**src/sv/spfa_pkg.sv**
```systemverilog
// spfa_pkg: shared types, codes and widths of the superpixel feature averager
// used by spfa_div and superpixel_feature_average; depends on nothing
package spfa_pkg;

  localparam int unsigned NFEAT      = 10;
  localparam int unsigned SUM_W      = 48;
  localparam int unsigned CNT_W      = 21;
  localparam int unsigned FEAT_W     = 26;
  localparam int unsigned FV_W       = 27;
  localparam int unsigned LABEL_W    = 12;
  localparam int unsigned SCALE_W    = 16;
  localparam int unsigned CFG_IDX_W  = 3;
  localparam int unsigned STEP_W     = 6;

  localparam int unsigned CHANNELS_DEF = 3;
  localparam int unsigned N_LABELS_DEF = 1024;
  localparam int unsigned MAX_DIM_DEF  = 1024;

  localparam logic [STEP_W-1:0] STEP_LAST = STEP_W'(SUM_W - 1);
  localparam logic [CNT_W-1:0]  CNT_FULL  = '1;

  typedef enum logic [1:0] {
    OP_ACC    = 2'd0,
    OP_READ   = 2'd1,
    OP_LOOKUP = 2'd2,
    OP_CLEAR  = 2'd3
  } op_e;

  typedef enum logic [1:0] {
    ST_OK    = 2'd0,
    ST_EMPTY = 2'd1,
    ST_RANGE = 2'd2
  } status_e;

  typedef enum logic [CFG_IDX_W-1:0] {
    CFG_MODE      = 3'd0,
    CFG_RGB_SCALE = 3'd1,
    CFG_XY_SCALE  = 3'd2,
    CFG_CRGB      = 3'd3,
    CFG_CXY       = 3'd4,
    CFG_SKIP      = 3'd5,
    CFG_EMPTY     = 3'd6
  } cfg_idx_e;

  typedef enum logic [2:0] {
    MODE_XY     = 3'd0,
    MODE_RGB    = 3'd1,
    MODE_RGBXY  = 3'd2,
    MODE_XY_C   = 3'd3,
    MODE_ALL    = 3'd4
  } mode_e;

  typedef enum logic [4:0] {
    S_IDLE = 5'b00001,
    S_RD   = 5'b00010,
    S_DIV  = 5'b00100,
    S_DONE = 5'b01000,
    S_CLR  = 5'b10000
  } state_e;

  // number of features a layout uses
  function automatic logic [3:0] feat_len(input logic [2:0] m, input int unsigned ch);
    logic [3:0] n;
    case (m)
      MODE_RGB:   n = 4'(ch);
      MODE_RGBXY: n = 4'(ch + 2);
      MODE_XY_C:  n = 4'(ch + 4);
      MODE_ALL:   n = 4'(2 * ch + 4);
      default:    n = 4'd2;
    endcase
    return n;
  endfunction

endpackage

```
**src/sv/spfa_div.sv**
```systemverilog
// spfa_div: one lane of signed division, sum over pixel count, one bit a
// cycle while step_i is high; truncates toward zero; depends on spfa_pkg
module spfa_div (
  input  logic                               clk_i,
  input  logic                               load_i,
  input  logic                               step_i,
  input  logic signed [spfa_pkg::SUM_W-1:0]  dvd_i,
  input  logic        [spfa_pkg::CNT_W-1:0]  dvs_i,
  output logic signed [spfa_pkg::FEAT_W-1:0] quot_o
);
  import spfa_pkg::*;

  logic [SUM_W-1:0] q_q;
  logic [CNT_W-1:0] rem_q;
  logic [CNT_W-1:0] dvs_q;
  logic             neg_q;
  logic [CNT_W:0]   rem_sh;
  logic             ge;
  logic [SUM_W-1:0] q_sgn;

  assign rem_sh = {rem_q, q_q[SUM_W-1]};
  assign ge     = rem_sh >= {1'b0, dvs_q};
  assign q_sgn  = neg_q ? (~q_q + SUM_W'(1)) : q_q;
  assign quot_o = q_sgn[FEAT_W-1:0];

  always_ff @(posedge clk_i) begin
    if (load_i) begin
      q_q   <= dvd_i[SUM_W-1] ? (~dvd_i + SUM_W'(1)) : dvd_i;
      rem_q <= '0;
      dvs_q <= dvs_i;
      neg_q <= dvd_i[SUM_W-1];
    end else if (step_i) begin
      q_q   <= {q_q[SUM_W-2:0], ge};
      rem_q <= ge ? CNT_W'(rem_sh - {1'b0, dvs_q}) : rem_sh[CNT_W-1:0];
    end
  end

endmodule

```
**config.mk**
```make
export PLATFORM = sky130hd
export DESIGN_NAME = spfa_div
export DESIGN_NICKNAME = d
export VERILOG_FILES = /design/src/sv/spfa_pkg.sv /design/src/sv/spfa_div.sv
export SDC_FILE = /design/constraint.sdc
export NUM_CORES = 1
export LEC_CHECK = 0
export ABC_AREA = 0
export BUFFER_PORTS_ARGS = -buffer_cell sky130_fd_sc_hd__buf_2
export CAP_MARGIN = 20
export CORE_AREA = 4 4 163 165
export DETAILED_ROUTE_END_ITERATION = 10
export DIE_AREA = 0 0 167 169
export GPL_TIMING_DRIVEN = 0
export HOLD_SLACK_MARGIN = 0.05
export PLACE_DENSITY = 0.49
export SYNTH_ARGS = -nofsm -noshare
export SYNTH_HDL_FRONTEND = slang
export SYNTH_SLANG_ARGS = --single-unit
```
**constraint.sdc**
```tcl
create_clock -name clk_i -period 4.5 [get_ports clk_i]
set_clock_uncertainty 0.1 [all_clocks]
set_input_delay 0.9 -clock clk_i [delete_from_list [all_inputs] [get_ports clk_i]]
set_output_delay 0.9 -clock clk_i [all_outputs]
set_load 0.01 [all_outputs]
```
==> run metrics <==
maximum fanout along the worst path 4; RSZ-0062 raised after global routing false; per-instance average area after synthesis about 9 µm²; Layout Nets ~900; final total negative setup slack 0 ns; proportion of power drawn by combinational gates 22.9%; power share of the sequential group 45.1%; slew of the pin with the lowest slew margin roughly 0.89 ns; Top cell by count, worst path sky130_fd_sc_hd__or3_1; count of fill cells added during filler insertion 2,694; overall die width approximately 170 µm; crit end category output port; Cell variety after synth 55; area enclosed by the die boundary around 28,000 µm²; CTS tree yes; Setup Viol. Count Final 0; total power per unit cell area about 320 nW/µm²; layout cells sized above 1 18.52%; CTS clock-pin slew for the worst setup and hold paths 0.07 ns; count of standard-cell rows 58; clk sinks 91; core area 25,040 µm²; status finished, final reports clean; global-route wire length before repair 28,930 µm; height of the die 169 µm; total chip power 0.002334 W; gr usage total 12.87%; count of buffer and inverter cells on the critical path 1; largest incremental delay on the critical path between 0.4 and 0.5 ns; number of buffers created by CTS 9; wire per inst 16.32 µm; class of the most critical hold timing path flop to flop; remaining global-route overflow 0; Worst EP required 3.50 ns; Max Clk Rate ~0.23 GHz; Remaining DRCs 0; post-synth design cell area between 6000 and 7000 µm²; DR vias/cell 4.798; Routed WL 18,170 µm; final RePlAce weighted congestion 0.8708; largest cells by area after synthesis sky130_fd_sc_hd__edfxtp_1 34%, sky130_fd_sc_hd__dfxtp_1 6.8%, sky130_fd_sc_hd__xor2_1 6.4%; Root Buffer Master sky130_fd_sc_hd__clkbuf_16; clock latency on the worst-skew pair 0.35 ns; violation count after the first detailed-routing iteration 348; vias in the first global route 5,291; synthesized netlist cell count 668; critical-path cell list or3_1, or3_1, or4_1, or4_4, o41ai_1, xnor2_1, buf_2; count of antenna diodes in the layout 0; Clock power frac about a third; leakage power roughly 2.8 nW; deepest clock path buffer count 2; Max Transition Viols Final 0; number of routed nets with antenna violations 0; number of iterations in the first detailed-routing pass 5; EDFF count, synth 70; total internal power roughly 0.0016 W; # port buffers 97; Syn Nets 764; GRT busiest layer met2; fraction of met1 tracks used by global routing about 18%; Yosys reg bits 91; maximum number of pins on one net before global-route repair 29; growth of design area from synthesis to finish 19.53%; classification of the worst setup path flop to output port; final critical-path required period about 4.3 ns; detailed-placement wirelength estimate 13,700 µm; r2r startpoint q_q[47]; fraction of synthesis flops using an asynchronous set or reset pin 0%; period utilisation layout 95.59%; post-CTS setup buffer count 0; crit path max-delay cell type sky130_fd_sc_hd__or4_1; GR met3 Demand/Resource 2.522%; fraction of power spent switching nets a little under a third; M2 GR Usage about a fifth; dominant register cell in the synthesized netlist sky130_fd_sc_hd__edfxtp_1; total of cells resized after clock tree synthesis 0; post-synthesis cell type with the largest combined area sky130_fd_sc_hd__edfxtp_1; startpoint of the lowest-slack hold path rem_q[15]; H-Tree Level Count 3; via count 5,340; max-cap check violation count 0; share of the yosys chip area belonging to registers 40.71%; count of final hold-check violations 0; I/O Pins 98; crit path DAT 3.30 ns; number of synthesis warnings 0; area share of the largest cell type after synthesis 33.93%; initial antenna violation count 0; Max VDD drop 0.0001533 V; number of buffers inserted by hold repair at cts 0; critical path startpoint category flop; crit-path leading delay family simple AND/OR/NAND/NOR gates; starting density of the core 24.75%; Hold WS 0.3864 ns; Critical path origin q_q[8]; reported net switching power 0.0007250 W; headroom to the max-slew limit 40.04%
==> Yosys cell counts, types with 3 or more instances <==
cell / n
sky130_fd_sc_hd__a211oi_1: 12
sky130_fd_sc_hd__a21oi_1: 58
sky130_fd_sc_hd__a31oi_1: 3
sky130_fd_sc_hd__buf_1: 5
sky130_fd_sc_hd__clkbuf_1: 20
sky130_fd_sc_hd__dfxtp_1: 21
sky130_fd_sc_hd__edfxtp_1: 70
sky130_fd_sc_hd__ha_1: 23
sky130_fd_sc_hd__inv_1: 36
sky130_fd_sc_hd__mux2_2: 13
sky130_fd_sc_hd__mux2i_1: 21
sky130_fd_sc_hd__nand2_1: 63
sky130_fd_sc_hd__nand2b_1: 7
sky130_fd_sc_hd__nand3_1: 9
sky130_fd_sc_hd__nand4_1: 6
sky130_fd_sc_hd__nor2_1: 69
sky130_fd_sc_hd__nor2b_1: 4
sky130_fd_sc_hd__nor3_1: 7
sky130_fd_sc_hd__o21a_1: 3
sky130_fd_sc_hd__o21ai_0: 44
sky130_fd_sc_hd__o311ai_0: 4
sky130_fd_sc_hd__o31ai_1: 15
sky130_fd_sc_hd__o41ai_1: 15
sky130_fd_sc_hd__or2_2: 4
sky130_fd_sc_hd__or3_1: 7
sky130_fd_sc_hd__or4_1: 9
sky130_fd_sc_hd__or4_4: 3
sky130_fd_sc_hd__xnor2_1: 39
sky130_fd_sc_hd__xor2_1: 45
==> per-layer routing <==
metal | vias up | routed length [µm]
met4 | 0 | 193
met5 | - | 0
li1 | 2641 | -
met3 | 12 | 1023
met2 | 165 | 8369
met1 | 2522 | 8582
==> layout by cell type (no fill, tap or decap), types with 9 or more instances in the layout <==
cell type / instances
sky130_fd_sc_hd__a211oi_1: 12
sky130_fd_sc_hd__a21oi_1: 58
sky130_fd_sc_hd__buf_2: 99
sky130_fd_sc_hd__clkbuf_1: 20
sky130_fd_sc_hd__clkbuf_16: 9
sky130_fd_sc_hd__dfxtp_1: 21
sky130_fd_sc_hd__edfxtp_1: 70
sky130_fd_sc_hd__ha_1: 23
sky130_fd_sc_hd__inv_1: 35
sky130_fd_sc_hd__mux2_2: 13
sky130_fd_sc_hd__mux2i_1: 21
sky130_fd_sc_hd__nand2_1: 63
sky130_fd_sc_hd__nand3_1: 9
sky130_fd_sc_hd__nor2_1: 69
sky130_fd_sc_hd__o21ai_0: 44
sky130_fd_sc_hd__o31ai_1: 15
sky130_fd_sc_hd__o41ai_1: 15
sky130_fd_sc_hd__or4_1: 9
sky130_fd_sc_hd__xnor2_1: 39
sky130_fd_sc_hd__xor2_1: 45
==> worst paths after layout <==
| kind | to | slack, ns | depth (start not counted) |
|---|---|---|---|
| worst max-delay path | quot_o[21] | 0.20 | 7 |
| worst min-delay path | rem_q[15] | 0.39 | 2 |
| worst max register to register | rem_q[20] | 0.77 | 14 |
| worst min register to register | rem_q[15] | 0.39 | 2 |
==> logic make-up after synthesis <==
family          count (synthesis)  synth area share, %
flops                          91                40.71
simple gates                  201                15.51
fa+ha+maj                      24                4.968
xor+xnor                       84                11.87
mux                            34                5.755
compound gates                169                17.02
buf+inv                        65                4.160
==> power groups by stage <==
stage	sequential [W]	combinational [W]	clock (W)
after floorplan	0.00105	0.000346	0
after global placement	0.00107	0.000532	0
after detailed placement	0.00107	0.000536	0
after CTS	0.00105	0.000540	0.000783
after global routing	0.00106	0.000598	0.000812
final	0.00105	0.000535	0.000747
==> sequential cells by signal (all words and copies together) (netlist names) <==
register	count
neg_q	1
dvs_q	21
rem_q	21
q_q	48
==> stage by stage <==
step | setup slack, ns | cell area (µm²) | std cells | util, %
5_1_grt | 0.06412 | 7406 | 1113 | 29.58
4_1_cts | 0.1761 | 7406 | 1113 | 29.58
2_1_floorplan | 0.9264 | 6196 | 668 | -
6_report | 0.1983 | 7406 | 1113 | 29.58
3_5_place_dp | 0.5817 | 7122 | 1097 | 28.45
3_3_place_gp | 0.1825 | 7094 | 1095 | 28.34
==> worst min-delay path: cells and delay by family (launching register included) <==
| kind | cells | cell delay (ns) |
|---|---|---|
| DFF | 1 | 0.33 |
| and+or+nand+nor | 1 | 0.05 |
| AOI/OAI and AO/OA | 1 | 0.06 |
==> final cells by class <==
cell class,count,area (µm²),share of cell area (%)
plain buffers,29,122.6,1.656
clock buffers,9,225.2,3.041
clock inverters,7,58.81,0.7941
inverters,36,135.1,1.825
multi-input cells,512,3416,46.12
flip-flops and latches,91,2522,34.06
well taps,330,412.9,5.575
repair buffers,99,513.0,6.927
Note: power is estimated with default switching activity, not from simulation.
